[src/rtl/sstf_disk_schedule_movement_defines.svh]
// Assertion macros shared by the disk scheduler RTL.
// Included by the top level; depends on nothing else.
`ifndef SSTF_DISK_SCHEDULE_MOVEMENT_DEFINES_SVH
`define SSTF_DISK_SCHEDULE_MOVEMENT_DEFINES_SVH

// Implication checked on every rising clock edge outside reset.
`define SDS_ASSERT_IMP(lbl, clk, rst_n, ante, cons) \
    lbl: assert property (@(posedge clk) disable iff (!rst_n) (ante) |-> (cons)) \
        else $error("assertion failed");

// Next-cycle implication checked outside reset.
`define SDS_ASSERT_NXT(lbl, clk, rst_n, ante, cons) \
    lbl: assert property (@(posedge clk) disable iff (!rst_n) (ante) |=> (cons)) \
        else $error("assertion failed");

`endif

[src/rtl/sds_pkg.sv]
// Shared types and constants for the disk scheduler.
// No dependencies.
`default_nettype none
package sds_pkg;
    localparam int unsigned CYL_W  = 13;
    localparam int unsigned MOVE_W = 23;
    localparam logic [MOVE_W-1:0] MOVE_MAX = {MOVE_W{1'b1}};

    // Commands from the controller to the datapath.
    typedef struct packed {
        logic load;      // store incoming request
        logic ins_step;  // one shift step of the insertion
        logic ins_done;  // insertion finished, write item
        logic best_step;
        logic walk_init;
        logic walk_step;
        logic batch_clr;
        logic rd_ins;    // read the entry below the insertion point
        logic rd_best;   // read the entry under the search index
        logic rd_walk;   // read the next low or high neighbor
    } t_cmd;

    typedef struct packed {
        logic ins_fin;   // insertion position found
        logic cnt_zero;
        logic best_fin;
        logic walk_fin;
        logic full;
    } t_sts;
endpackage
`default_nettype wire

[src/rtl/sds_ctrl.sv]
// Controller state machine for the disk scheduler.
// Depends on sds_pkg.
`default_nettype none
module sds_ctrl (
    input  wire logic          i_clk,
    input  wire logic          i_rst_n,
    input  wire logic          i_in_acc,
    input  wire logic          i_in_last,
    input  wire logic          i_out_acc,
    input  wire sds_pkg::t_sts i_sts,
    output sds_pkg::t_cmd      o_cmd,
    output logic               o_in_ready,
    output logic               o_out_valid
);
    import sds_pkg::*;

    typedef enum logic [3:0] {
        S_IDLE, S_INS_RD, S_INS_CHK, S_BEST_RD, S_BEST_CHK,
        S_WALK_RD, S_WALK_CHK, S_OUT
    } t_state;

    t_state r_state;
    logic   r_last;

    always_comb begin
        o_cmd = '0;
        o_in_ready = (r_state == S_IDLE);
        o_out_valid = (r_state == S_OUT);
        case (r_state)
            S_IDLE: begin
                o_cmd.load = i_in_acc;
            end
            S_INS_RD: begin
                o_cmd.rd_ins = 1'b1;
            end
            S_INS_CHK: begin
                if (i_sts.ins_fin) begin
                    o_cmd.ins_done = 1'b1;
                end else begin
                    o_cmd.ins_step = 1'b1;
                end
            end
            S_BEST_RD: begin
                o_cmd.rd_best = !i_sts.cnt_zero;
            end
            S_BEST_CHK: begin
                o_cmd.best_step = 1'b1;
                if (i_sts.best_fin) begin
                    o_cmd.walk_init = 1'b1;
                end
            end
            S_WALK_RD: begin
                o_cmd.rd_walk = !i_sts.walk_fin;
            end
            S_WALK_CHK: begin
                o_cmd.walk_step = 1'b1;
            end
            S_OUT: begin
                o_cmd.batch_clr = i_out_acc;
            end
            default: begin
            end
        endcase
    end

    always_ff @(posedge i_clk) begin
        if (!i_rst_n) begin
            r_state <= S_IDLE;
            r_last  <= 1'b0;
        end else begin
            case (r_state)
                S_IDLE: begin
                    if (i_in_acc) begin
                        r_last  <= i_in_last;
                        r_state <= i_sts.full ? (i_in_last ? S_BEST_RD : S_IDLE) : S_INS_RD;
                    end
                end
                S_INS_RD: r_state <= S_INS_CHK;
                S_INS_CHK: begin
                    if (i_sts.ins_fin) begin
                        r_state <= r_last ? S_BEST_RD : S_IDLE;
                    end else begin
                        r_state <= S_INS_RD;
                    end
                end
                S_BEST_RD: begin
                    r_state <= i_sts.cnt_zero ? S_OUT : S_BEST_CHK;
                end
                S_BEST_CHK: begin
                    r_state <= i_sts.best_fin ? S_WALK_RD : S_BEST_RD;
                end
                S_WALK_RD: begin
                    r_state <= i_sts.walk_fin ? S_OUT : S_WALK_CHK;
                end
                S_WALK_CHK: r_state <= S_WALK_RD;
                S_OUT: begin
                    if (i_out_acc) begin
                        r_state <= S_IDLE;
                    end
                end
                default: r_state <= S_IDLE;
            endcase
        end
    end
endmodule
`default_nettype wire

[config.mk]
export PLATFORM = sky130hd
export DESIGN_NAME = sds_ctrl
export DESIGN_NICKNAME = d
export VERILOG_FILES = /design/src/rtl/sstf_disk_schedule_movement_defines.svh /design/src/rtl/sds_pkg.sv /design/src/rtl/sds_ctrl.sv
export SDC_FILE = /design/constraint.sdc
export NUM_CORES = 1
export LEC_CHECK = 0
export ABC_AREA = 1
export BUFFER_PORTS_ARGS = -buffer_cell sky130_fd_sc_hd__buf_4
export CAP_MARGIN = 20
export CORE_AREA = 3 3 40 42
export DETAILED_ROUTE_END_ITERATION = 10
export DIE_AREA = 0 0 43 45
export GPL_ROUTABILITY_DRIVEN = 0
export PLACE_DENSITY = 0.68
export REMOVE_ABC_BUFFERS = 1
export SYNTH_ARGS = -nofsm -noshare
export SYNTH_HDL_FRONTEND = slang
export SYNTH_SLANG_ARGS = --single-unit
[constraint.sdc]
create_clock -name i_clk -period 1 [get_ports i_clk]
set_input_delay 0.1 -clock i_clk [delete_from_list [all_inputs] [get_ports i_clk]]
set_output_delay 0.1 -clock i_clk [all_outputs]
set_load 0.05 [all_outputs]
# Yosys cells after proc, flatten, opt, wreduce, memory -nomap -nowiden
# Cells that the tools add are included.
classes:
  addsub: 0
  n_mul: 0
  div_mod_pow: 0
  n_lt_le_gt_ge: 0
  n_eq_ne: 9
  shifts: 0
  muxes: 21
  n_bitwise: 0
  n_reduce_logical: 5
ops:
  columns: ["op", "n"]
  rows:
  - ["$pmux 4 s8", 1]
  - ["$eq 4x3->1 const B", 4]
  - ["$mux 2", 7]
  - ["$mux 1", 10]
  - ["$eq 4x2->1 const B", 2]
  - ["$mux 4", 2]
  - ["$eq 4x1->1 const B", 1]
  - ["$logic_not 4->1", 1]
  - ["$ne 2x2->1 const B", 2]
  - ["$reduce_and 2->1", 2]
  - ["$mux 3", 1]
  - ["$logic_not 1->1", 2]
totals:
  register_bits: 5
  latchBits: 0
  mem_bits_rw: 0
  romBits: 0
  inputBits: 10
  output_inout_bits: 12
  mem_count: 0

# Logic depth before layout (Yosys ltp)
# Gate-level depths: netlist (run 1).
depth:
  depth_word: 4
  ltp_mapped: 8
  mapped_depth_nobuf: 8

# Least setup slack after synthesis (run 1)
# No wires, ideal clock.
synth_path:
  path_kind: "reg2out"
  from: "register r_state[2]"
  to: "output o_cmd[3] (netlist bit)"
  t_arrival_ns: 1.601
  slack_ns: -0.701
  path_stages_with_launch: 6
  path_buffers: 1
  path_cell_list: "dfxtp_1 -> buf_2 -> inv_2 -> nor2_4 -> inv_2 -> nor2_1"
synth_rtl:
  columns: ["item", "line_no", "text"]
  rows:
  - ["start: declaration", "sds_ctrl.sv:22", "t_state r_state;"]
  - ["start signal: assignment", "sds_ctrl.sv:75", "r_state <= i_sts.full ? (i_in_last ? S_BEST_RD : S_IDLE) : S_INS_RD;"]
  - ["start signal: assignment", "sds_ctrl.sv:81", "r_state <= r_last ? S_BEST_RD : S_IDLE;"]
  - ["start signal: assignment", "sds_ctrl.sv:87", "r_state <= i_sts.cnt_zero ? S_OUT : S_BEST_CHK;"]
  - ["end: declaration", "sds_ctrl.sv:11", "output sds_pkg::t_cmd o_cmd,"]

==> results of run 1 <==
flip-flops by register name, indices dropped and copies added, names as in the netlist:
| signal | flops |
|---|---|
| r_last | 1 |
| r_state | 3 |
layout make-up:
type                            count  area [µm²]
Tap cell                           15        18.8
Sequential cell                     4        91.3
Fill cell                         102         350
Clock buffer                        3        22.5
Multi-Input combinational cell     49         325
Inverter                           20        82.6
Timing Repair Buffer               38         394
per-stage QoR:
stage          utilization (%)  TNS [ps]
6_report                  72.7     -3980
3_5_place_dp              48.4     -2110
4_1_cts                   64.0     -3400
5_1_grt                   72.7     -4830
2_1_floorplan                -     -5240
3_3_place_gp              48.4     -1910
worst max path at each step:
stage	start	end	cells past startpoint	slack (ps)
after detailed placement	r_state[1]	o_cmd[7]	5	-200
after global routing	r_state[0]	o_cmd[3]	5	-370
after floorplan	r_state[0]	o_cmd[3]	4	-750
final	r_state[1]	o_cmd[9]	6	-300
after global placement	r_state[0]	o_cmd[3]	5	-190
after CTS	r_state[1]	o_cmd[7]	5	-290
kinds of logic (layout without fill, tap and decap cells):
group           after synthesis  count (layout)
simple gates                 41              41
compound gates                8               8
buf+inv                      22              61
flops                         4               4
layer usage:
| metal | global-route usage, % | vias up | part of all wire (%) |
|---|---|---|---|
| met3 | 5.18 | 2 | 6.5 |
| met1 | 19.0 | 288 | 35 |
| li1 | - | 303 | - |
| met5 | 0 | - | 0 |
| met2 | 31.4 | 23 | 58 |
| met4 | 5.42 | 0 | 0.59 |
timing repair:
| action | CTS | global route |
|---|---|---|
| buffers inserted | 6 | 5 |
| resized for setup | 43 | 21 |
| endpoints found under the setup margin | 16 | 16 |
| cloned | 0 | 0 |
| pin swaps | 12 | 8 |
tightest hold or removal path, cell delays in order:
cell     delay [ps]
buf_4           120
o21ai_2          60
a21oi_2          30
power by group through the flow:
stage / Clock [mW] / Combinational (mW) / Sequential [mW]
3_5_place_dp: 0 / 0.348 / 0.206
3_3_place_gp: 0 / 0.346 / 0.205
2_1_floorplan: 0 / 0.224 / 0.204
4_1_cts: 0.205 / 0.480 / 0.211
6_report: 0.198 / 0.561 / 0.214
5_1_grt: 0.213 / 0.595 / 0.216
synthesized netlist by cell type:
cell	count	area share (%)
inv_2	6	5.4
o21ai_0	1	1.2
buf_2	1	1.2
nand4_1	2	3.0
nand3_1	7	8.4
a21oi_2	1	2.1
nor3_2	1	2.4
nand2_2	2	3.0
dfxtp_1	4	19
buf_6	1	2.7
nor2_1	9	8.1
inv_1	14	13
o21ai_2	2	4.2
nand2_1	18	16
a21oi_1	3	3.6
nor2_4	2	5.4
o21ai_1	1	1.2
==> parameters.txt, run 1 <==
Parameter                              Value

Setup path
  Combined buffer and inverter count along the critical path ... 3
  Biggest fanout along the worst timing path ... 4
  Largest delay contributor family on the critical path ... flip-flops
  WP data arrival ... 1200 ps
  Cells traversed along the worst timing path ... nor2_4 -> nand2_2 -> inv_2 -> nand2_2 -> inv_2 -> buf_8
  Cell with the largest stage delay on the worst path ... dfxtp_4
  Stage delay of the slowest cell on the critical path ... 370 ps
  Element type at the critical path start ... flip-flop
  Worst flop-to-flop path startpoint ... r_state[0]
  Worst setup slack for register-to-register paths ... -290 ps
  WS Path Type ... flip-flop to primary output
  Required time of the critical path ... 900 ps
  Nature of the critical path endpoint ... primary output
  R2R cell count ... 9
  End of the worst register-to-register path ... r_state[1]

STA
  Worst clock skew ... 3.65 ps
  Achievable Freq ... 767 MHz
  Fin. max-slew vios ... 0
  Worst hold slack ... 127 ps
  Unrepaired setup endpoints after global routing ... yes
  Final period demand of the worst path ... 1300 ps
  Least setup slack across all paths after layout ... -304 ps
  Least-Margin Pin Slew ... 164 ps
  Endpoints failing hold ... 0
  Max-Slew Margin vs Limit ... 89.0%
  Period Utilization, post-route ... 130%
  Number of setup violations in the final report ... 16

Global routing
  Remaining global-route overflow ... 0
  Number of global-route vias before repair ... 595
  Wire length of the first global-routing pass ... 2520 µm
  Overall Global Routing Usage ... 17.1%
  Antenna violations before repair ... 0
  Largest net degree at the start of global routing ... 9

Placement
  Number of placed instances with taps included ... 115
  Place WS ... -195 ps
  Buffers on Ports ... 21
  Post-Place Cell Area ... 622 µm²
  Half-perimeter wire length of the detailed placement result ... 880 µm

Synth
  Fraction of synthesized cell area in xor and xnor cells ... 0%
  Simple-gate share of the synthesized area ... 46.5%
  Sequential area share after synthesis ... 19.2%
  #FFs+latches synth ... 4
  Post-Synthesis Cells ... 75
  Dominant combinational cell family by area after synthesis ... simple AND/OR/NAND/NOR gates
  Per-instance average area after synthesis ... 5.56 µm²
  Count of unique library cells instantiated by Yosys ... 17
  Fraction of the mapped netlist area in adder cells ... 0%
  Total of warnings raised by yosys ... 0
  Multiplexer area fraction after synthesis ... 0%
  Post-synthesis compound-gate area fraction ... 12.3%
  Post-synthesis instance area ... 417 µm²

CTS
  CTS tree ... done
  Maximum buffer depth of the clock tree ... 2
  Clock tree sinks ... 4
  Root buffer cell ... clkbuf_4
  Number of buffers created by CTS ... 3
  Hold_buf cts ... 0
  Clock latency on the worst-skew pair ... 230 ps
  CTS H-Tree Depth ... 1
  Clk slew on worst S/H paths ... 30 ps

Power
  Register share of total power ... 22.0%
  Net switching power ... 0.401 mW
  Internal Power ... 0.571 mW
  Maximum VDD drop ... 849 µV
  Clock power share ... 20.3%
  Net switching fraction of the power ... 41.3%
  Lkg Pwr ... 0.492 nW
  Share of power burned in combinational logic ... 57.7%
  Power density over the cells ... 1040 nW/µm²
  Overall power after layout ... 0.972 mW

Layout
  Final Instance Area ... 935 µm²
  Final Net Count ... 126
  Post-layout instance count excluding filler cells ... 129
  Diode insertion count for antenna repair ... 0
  Share of final-layout standard cells stronger than drive strength 1 ... 68.4%
  Highest-count cells in the layout ignoring fill and taps ... 16 x buf_4, 15 x buf_6, 14 x nand2_1
  Area growth from synthesis to final layout ... 124%
  Most common cell after layout, fill and taps aside ... buf_4

Status
  Violations in the final reports ... negative setup slack
  Status ... finished with violations

Die
  Initial core utilization ... 32.4%
  Total Die Area ... 1940 µm²
  Floorplan die width ... 43 µm
  I/O Pins ... 22
  Placement row count ... 13
  Die height ... 45 µm
  Area of the core ... 1280 µm²

Min path
  Min-Delay Startpoint ... i_rst_n
  End of the worst hold path ... r_last
  Cell depth of the worst hold path ... 3
  Worst hold-check path type ... input pin to flip-flop

Drt
  Post-DRT Antenna Nets ... 0
  Pre-Repair DR Iteration Count ... 4
  Via density per instance ... 4.78
  DRC ... 0
  Detailed Route Iter0 Violations ... 12
  Total Routed Length ... 1700 µm
  Routed length per instance ... 13.1 µm
  Total via count after detailed routing ... 616

Flow run
  Number of violations of the max-capacitance limit ... 0
(Power assumes the default switching activity.)
==> run 2, diff against run 1 <==
--- a/config.mk
+++ b/config.mk
@@ -10,4 +10,5 @@
 export CAP_MARGIN = 20
 export CORE_AREA = 3 3 40 42
+export CTS_CLUSTER_DIAMETER = 60
 export DETAILED_ROUTE_END_ITERATION = 10
 export DIE_AREA = 0 0 43 45
==> constraint.sdc (replaced) <==
create_clock -name i_clk -period 1 [get_ports i_clk]
set_input_delay 0.15 -clock i_clk [delete_from_list [all_inputs] [get_ports i_clk]]
set_output_delay 0.15 -clock i_clk [all_outputs]
set_load 0.05 [all_outputs]
==> parameters.txt, run 2 (synthesis results as in run 1) <==
Parameter                              Value

STA
  Least setup slack across all paths after layout ... -326 ps (-22.0 ps)
  Fin. max-slew vios ... 0 (unchanged)
  Worst hold slack ... 164 ps (+36.5 ps)
  Aggregate negative setup slack ... -3780 ps (+199 ps)
  Unrepaired setup endpoints after global routing ... yes
  Period Utilization, post-route ... 133% (+2.2 points)
  Achievable Freq ... 754 MHz (-1.7%)
  Number of setup violations in the final report ... 16 (unchanged)
  Least-Margin Pin Slew ... 203 ps (+38.5 ps)
  Final period demand of the worst path ... 1330 ps (+22.0 ps)
  Worst clock skew ... 5.67 ps (+2.02 ps)
  Max-Slew Margin vs Limit ... 86.4% (-2.7 points)
  Endpoints failing hold ... 0 (unchanged)

Global routing
  Number of global-route vias before repair ... 535 (-10%)
  Wire length of the first global-routing pass ... 2090 µm (-17%)
  Largest net degree at the start of global routing ... 7 (-2)
  Antenna violations before repair ... 0 (unchanged)
  Overall Global Routing Usage ... 13.7% (-3.4 points)
  Remaining global-route overflow ... 0 (unchanged)

Power
  Lkg Pwr ... 0.450 nW (-8.6%)
  Net switching fraction of the power ... 39.8% (-1.4 points)
  Clock power share ... 22.4% (+2.1 points)
  Net switching power ... 0.350 mW (-13%)
  Power density over the cells ... 1060 nW/µm² (+1.8%)
  Share of power burned in combinational logic ... 54.4% (-3.3 points)
  Register share of total power ... 23.2% (+1.2 points)
  Maximum VDD drop ... 824 µV (-3.0%)
  Internal Power ... 0.528 mW (-7.5%)

Setup path
  Required time of the critical path ... 850 ps (-50 ps)
  Cell count along the critical path ... 6 (unchanged)
  Largest delay contributor family on the critical path ... flip-flops
  Biggest fanout along the worst timing path ... 6 (+2)
  Worst flop-to-flop path startpoint ... r_state[0]
  WS Path Type ... flip-flop to primary output
  WP data arrival ... 1180 ps (-20 ps)
  CP startpoint ... r_state[0]
  R2R cell count ... 7 (-2)
  Cell with the largest stage delay on the worst path ... dfxtp_4
  Nature of the critical path endpoint ... primary output
  Stage delay of the slowest cell on the critical path ... 370 ps (about the same)
  Combined buffer and inverter count along the critical path ... 3 (unchanged)
  Element type at the critical path start ... flip-flop
  Cells traversed along the worst timing path ... nor2_4 -> nand2_2 -> inv_2 -> nand2_2 -> inv_2 -> buf_8

Die
  Die height ... 45 µm (unchanged)
  Total Die Area ... 1940 µm² (unchanged)
  Placement row count ... 13 (unchanged)
  I/O Pins ... 22 (unchanged)
  Floorplan die width ... 43 µm (unchanged)
  Area of the core ... 1280 µm² (unchanged)
  Initial core utilization ... 32.4% (unchanged)

Status
  Status ... finished with violations
  Violations in the final reports ... negative setup slack

CTS
  Clock tree sinks ... 4 (unchanged)
  CTS tree ... done
  Hold_buf cts ... 0 (unchanged)
  Clock latency on the worst-skew pair ... 230 ps (about the same)
  Root buffer cell ... clkbuf_4
  Number of buffers created by CTS ... 3 (unchanged)
  CTS H-Tree Depth ... 1 (unchanged)
  Clk slew on worst S/H paths ... 40 ps (about the same)
  Maximum buffer depth of the clock tree ... 2 (unchanged)

Drt
  Post-DRT Antenna Nets ... 0 (unchanged)
  DRC ... 0 (unchanged)
  Total Routed Length ... 1170 µm (-31%)
  Total via count after detailed routing ... 565 (-8.3%)
  Detailed Route Iter0 Violations ... 5 (-7)
  Via density per instance ... 4.56 (-4.6%)
  Pre-Repair DR Iteration Count ... 2 (-2)
  Routed length per instance ... 9.44 µm (-28%)

Layout
  Multi-input gate area in the final layout ... 289 µm² (-11%)
  Top Registers ... r_state x3, r_last x1
  Share of final-layout standard cells stronger than drive strength 1 ... 64.2% (-4.2 points)
  Area growth from synthesis to final layout ... 99.1%
  Most common cell after layout, fill and taps aside ... buf_4
  Final cell utilization of the core ... 64.6% (-8.2 points)
  Highest-count cells in the layout ignoring fill and taps ... 16 x buf_4, 12 x inv_1, 12 x nand2_1, 12 x buf_6, 8 x nand2_2
  Diode insertion count for antenna repair ... 0 (unchanged)
  Final Net Count ... 121 (-4.0%)
  Number of flip-flops under the largest register name ... 3 (unchanged)
  Final Instance Area ... 830 µm² (-11%)
  Flip-flop and latch area ... 91.3 µm² (unchanged)
  Number of filler instances in the final layout ... 118 (+16%)
  Largest register by flop count ... r_state

Flow run
  Number of violations of the max-capacitance limit ... 0 (unchanged)

Min path
  Cell depth of the worst hold path ... 3 (unchanged)
  Worst hold-check path type ... input pin to flip-flop
  Min-Delay Startpoint ... i_rst_n

Placement
  Half-perimeter wire length of the detailed placement result ... 889 µm (+0.95%)
  Buffers on Ports ... 21 (unchanged)
  Post-Place Cell Area ... 637 µm² (+2.4%)
## run 2: changes by cell type in the layout (fill, tap and decap cells not counted), sizes merged
cell  change
buf       -5
## run 2: repair_timing
item	4_1_cts	5_1_grt
endpoints found under the setup margin	16	16
gates resized for setup	32	14
gates cloned	0	0
pin swaps	6	6
buffers inserted	3	1
## run 2: path summary, 6_finish.rpt
path	to	slack, ps
max reg2reg	r_state[2]	-160
min reg2reg	r_last	490
max	o_cmd[5]	-330
min	r_last	160
## run 2: metrics by stage
stage	cells	power (mW)	setup WS (ps)
final	124	0.878	-326
after CTS	123	0.832	-305
after global placement	117	0.559	-212
after detailed placement	117	0.564	-227
after floorplan	73	0.428	-803
after global routing	124	0.932	-399
## run 2: tightest hold or removal path, cell delays in order
cell	delay (ps)
buf_4	110
o21ai_2	50
a21oi_2	30
## run 2: cell type report
type / instances / share of cell area, %
Sequential cell: 4 / 11.0
Clock buffer: 3 / 2.71
Multi-Input combinational cell: 49 / 34.8
Timing Repair Buffer: 33 / 39.8
Tap cell: 15 / 2.26
Inverter: 20 / 9.35
## run 2: power by group through the flow
stage / Sequential (mW) / Combinational [mW] / Clock (mW)
global placement: 0.204 / 0.356 / 0
floorplan: 0.204 / 0.224 / 0
finish: 0.204 / 0.478 / 0.196
CTS: 0.205 / 0.435 / 0.192
detailed placement: 0.205 / 0.358 / 0
global route: 0.208 / 0.517 / 0.207
## run 2: per-layer routing
metal | up-vias | GRT usage [%] | share of wire [%]
li1 | 292 | - | -
met1 | 253 | 16.9 | 39
met2 | 18 | 24.3 | 53
met3 | 2 | 3.19 | 6.5
met4 | 0 | 3.61 | 0.85
met5 | - | 0 | 0
==> run 3, diff against run 2 <==
Settings changed: ABC_AREA 1 to not set, CORE_AREA 3 3 40 42 to 2 2 39 41, DIE_AREA 0 0 43 45 to 0 0 41 43, PLACE_DENSITY 0.68 to 0.66.
==> parameters.txt, run 3 <==
Parameter                              Value

Global routing
  Busiest layer in global routing ... met2
  Overall Global Routing Usage ... 15.1% (+1.4 points)
  Number of global-route vias before repair ... 453 (-15%)
  Grt met2 use ... 25.3% (+1.1 points)
  Wire length of the first global-routing pass ... 1810 µm (-13%)
  Antenna violations before repair ... 0 (unchanged)
  Largest net degree at the start of global routing ... 9 (+2)
  Met1 capacity usage during global routing ... 17.5% (+0.61 points)
  GR Layer Usage met3 ... 3.14% (-0.046 points)
  Remaining global-route overflow ... 0 (unchanged)

Die
  Initial core utilization ... 28.3% (-4.1 points)
  I/O Pins ... 22 (unchanged)
  Area of the core ... 1380 µm² (+7.7%)
  Placement row count ... 14 (+1)
  Total Die Area ... 1760 µm² (-8.9%)
  Floorplan die width ... 41 µm (-4.7%)
  Die height ... 43 µm (-4.4%)

STA
  Period Utilization, post-route ... 135% (+1.9 points)
  Unrepaired setup endpoints after global routing ... yes
  Final period demand of the worst path ... 1350 ps (+19.4 ps)
  Endpoints failing hold ... 0 (unchanged)
  Max-Slew Margin vs Limit ... 78.2% (-8.1 points)
  Least setup slack across all paths after layout ... -346 ps (-19.4 ps)
  Least-Margin Pin Slew ... 324 ps (+121 ps)
  Number of setup violations in the final report ... 16 (unchanged)
  Worst clock skew ... 3.40 ps (-2.27 ps)
  Achievable Freq ... 743 MHz (-1.4%)
  Fin. max-slew vios ... 0 (unchanged)

Layout
  Largest register by flop count ... r_state
  Most common cell after layout, fill and taps aside ... buf_4
  Number of flip-flops under the largest register name ... 3 (unchanged)
  Top Registers ... r_state x3, r_last x1
  Diode insertion count for antenna repair ... 0 (unchanged)
  Final cell utilization of the core ... 58.7% (-5.9 points)
  Highest-count cells in the layout ignoring fill and taps ... 17 x buf_4, 13 x buf_6, 6 x inv_1
  Area growth from synthesis to final layout ... 107%
  Final Net Count ... 99 (-18%)
  Share of final-layout standard cells stronger than drive strength 1 ... 62.1% (-2.2 points)

Setup path
  Required time of the critical path ... 850 ps (about the same)
  WP data arrival ... 1200 ps (+20 ps)
  Biggest fanout along the worst timing path ... 5 (-1)
  WS Path Type ... flip-flop to primary output
  Nature of the critical path endpoint ... primary output
  Cell seen most often among critical-path stages ... buf_6
  Combined buffer and inverter count along the critical path ... 2 (-1)
  End of the worst register-to-register path ... r_last
  Worst setup slack for register-to-register paths ... -270 ps (-110 ps)
  Stage delay of the slowest cell on the critical path ... 330 ps (-40 ps)
  Cell count along the critical path ... 4 (-2)
  Worst flop-to-flop path startpoint ... r_state[1]
  Element type at the critical path start ... flip-flop
  Largest delay contributor family on the critical path ... simple AND/OR/NAND/NOR gates
  CP startpoint ... r_state[0]
  Cell with the largest stage delay on the worst path ... dfxtp_2
  Cells traversed along the worst timing path ... buf_6 -> nor2_1 -> and3_1 -> buf_6
  R2R cell count ... 6 (-1)
  CP Capture Point ... o_cmd[5]

Drt
  Detailed Route Iter0 Violations ... 2 (-3)
  Routed length per instance ... 11.1 µm (+18%)
  Post-DRT Antenna Nets ... 0 (unchanged)
  Pre-Repair DR Iteration Count ... 4 (+2)
  Total via count after detailed routing ... 478 (-15%)
  DRC ... 0 (unchanged)
  Total Routed Length ... 1140 µm (-2.2%)
  Via density per instance ... 4.64 (+1.9%)

Placement
  Half-perimeter wire length of the detailed placement result ... 777 µm (-13%)
  Place WS ... -197 ps (+30.5 ps)
  Buffers on Ports ... 21 (unchanged)

Synth
  Primary flip-flop cell chosen by synthesis mapping ... dfxtp_1
  Top cell type's share of synthesized area ... 20.4% (+1.2 points)
  Sequential area share after synthesis ... 20.4% (+1.2 points)
  EDFF count, synth ... 0 (unchanged)
  Post-synthesis async set-or-reset flop share ... 0% (unchanged)
  Post-synthesis instance area ... 392 µm² (-6.0%)
  Post-Synthesis Cells ... 52 (-31%)
  Most area-consuming cells after synthesis ... dfxtp_1 20%, and3_1 6.4%, o21ai_0 6.4%
  Cell types with the highest counts after synthesis ... 6 x inv_1, 5 x o21ai_0
  Library cell occupying the most area in the post-synthesis netlist ... dfxtp_1
  Count of unique library cells instantiated by Yosys ... 26 (+9)
  Per-instance average area after synthesis ... 7.53 µm² (+36%)
  Total of warnings raised by yosys ... 0 (unchanged)
  #FFs+latches synth ... 4 (unchanged)
  Cell with the most instances after synthesis ... inv_1

Power
  Maximum VDD drop ... 905 µV (+9.9%)
  Lkg Pwr ... 0.400 nW (-11%)
  Power density over the cells ... 1030 nW/µm² (-3.0%)

CTS
  Root buffer cell ... clkbuf_4
  Maximum buffer depth of the clock tree ... 2 (unchanged)
  CTS H-Tree Depth ... 1 (unchanged)
  Clock tree sinks ... 4 (unchanged)
  Clock latency on the worst-skew pair ... 230 ps (about the same)
  Clk slew on worst S/H paths ... 40 ps (about the same)
  CTS tree ... done
  Number of buffers created by CTS ... 3 (unchanged)

Flow run
  Number of violations of the max-capacitance limit ... 0 (unchanged)

Status
  Status ... finished with violations
  Violations in the final reports ... negative setup slack

Min path
  Worst hold-check path type ... input pin to flip-flop
==> run 3: worst reg2reg max path: stages (launching register included) <==
cell     delay, ps
dfxtp_2        330
buf_12         130
nor3_4         190
and2_4         180
buf_4          100
mux2i_1        170
nor2b_1         60
==> run 3: cell type report <==
class,count,area (µm²)
multi-input cells,39,319
fillers,130,572
inverters,6,22.5
flip-flops and latches,4,83.8
well taps,16,20.0
repair buffers,35,344
clock buffers,3,22.5
==> run 3: metrics by stage <==
| step | hold WS, ps | std cells | setup TNS [ps] | area [µm²] | total power [mW] |
|---|---|---|---|---|---|
| after detailed placement | 388 | 93 | -1640 | 608 | 0.514 |
| after global routing | 173 | 103 | -4960 | 812 | 0.882 |
| after floorplan | 278 | 49 | -6150 | 365 | 0.383 |
| after global placement | 373 | 93 | -1490 | 608 | 0.511 |
| after CTS | 155 | 103 | -4130 | 785 | 0.822 |
| final | 176 | 103 | -3980 | 812 | 0.834 |
==> run 3: cells by family (layout without fill, tap and decap cells) <==
group | Yosys count | in the layout | synth area share [%]
AND/OR/NAND/NOR | 26 | 26 | 42.8
AO/OA/AOI/OAI | 11 | 11 | 19.2
buffers and inverters | 9 | 44 | 12.5
flip-flops | 4 | 4 | 20.4
multiplexers | 2 | 2 | 5.11
==> run 3: worst min-delay path by stage <==
stage          startpoint  cells after the start     end  slack, ps
2_1_floorplan     i_rst_n                      1  r_last        280
3_3_place_gp      i_rst_n                      2  r_last        370
3_5_place_dp      i_rst_n                      2  r_last        390
4_1_cts           i_rst_n                      2  r_last        150
5_1_grt           i_rst_n                      2  r_last        170
6_report          i_rst_n                      2  r_last        180
==> run 3: per-layer routing <==
metal | share of wire (%) | vias up
li1 | - | 248
met1 | 41 | 215
met2 | 56 | 15
met3 | 3.8 | 0
met4 | 0 | 0
met5 | 0 | -
==> run 3: power breakdown <==
group          internal (mW)  leakage [nW]  switching [mW]
logic                  0.221         0.352           0.232
registers              0.176        0.0340          0.0127
clock network          0.134        0.0138          0.0587
==> run 3: repair_timing <==
item / CTS / global route
endpoints found under the setup margin: 16 / 16
gates resized for setup: 27 / 6
endpoints found under the hold margin: 0 / 0
hold buffers: 0 / 0
pin swaps: 7 / 4
gates cloned: 1 / 0
buffers inserted: 6 / 0
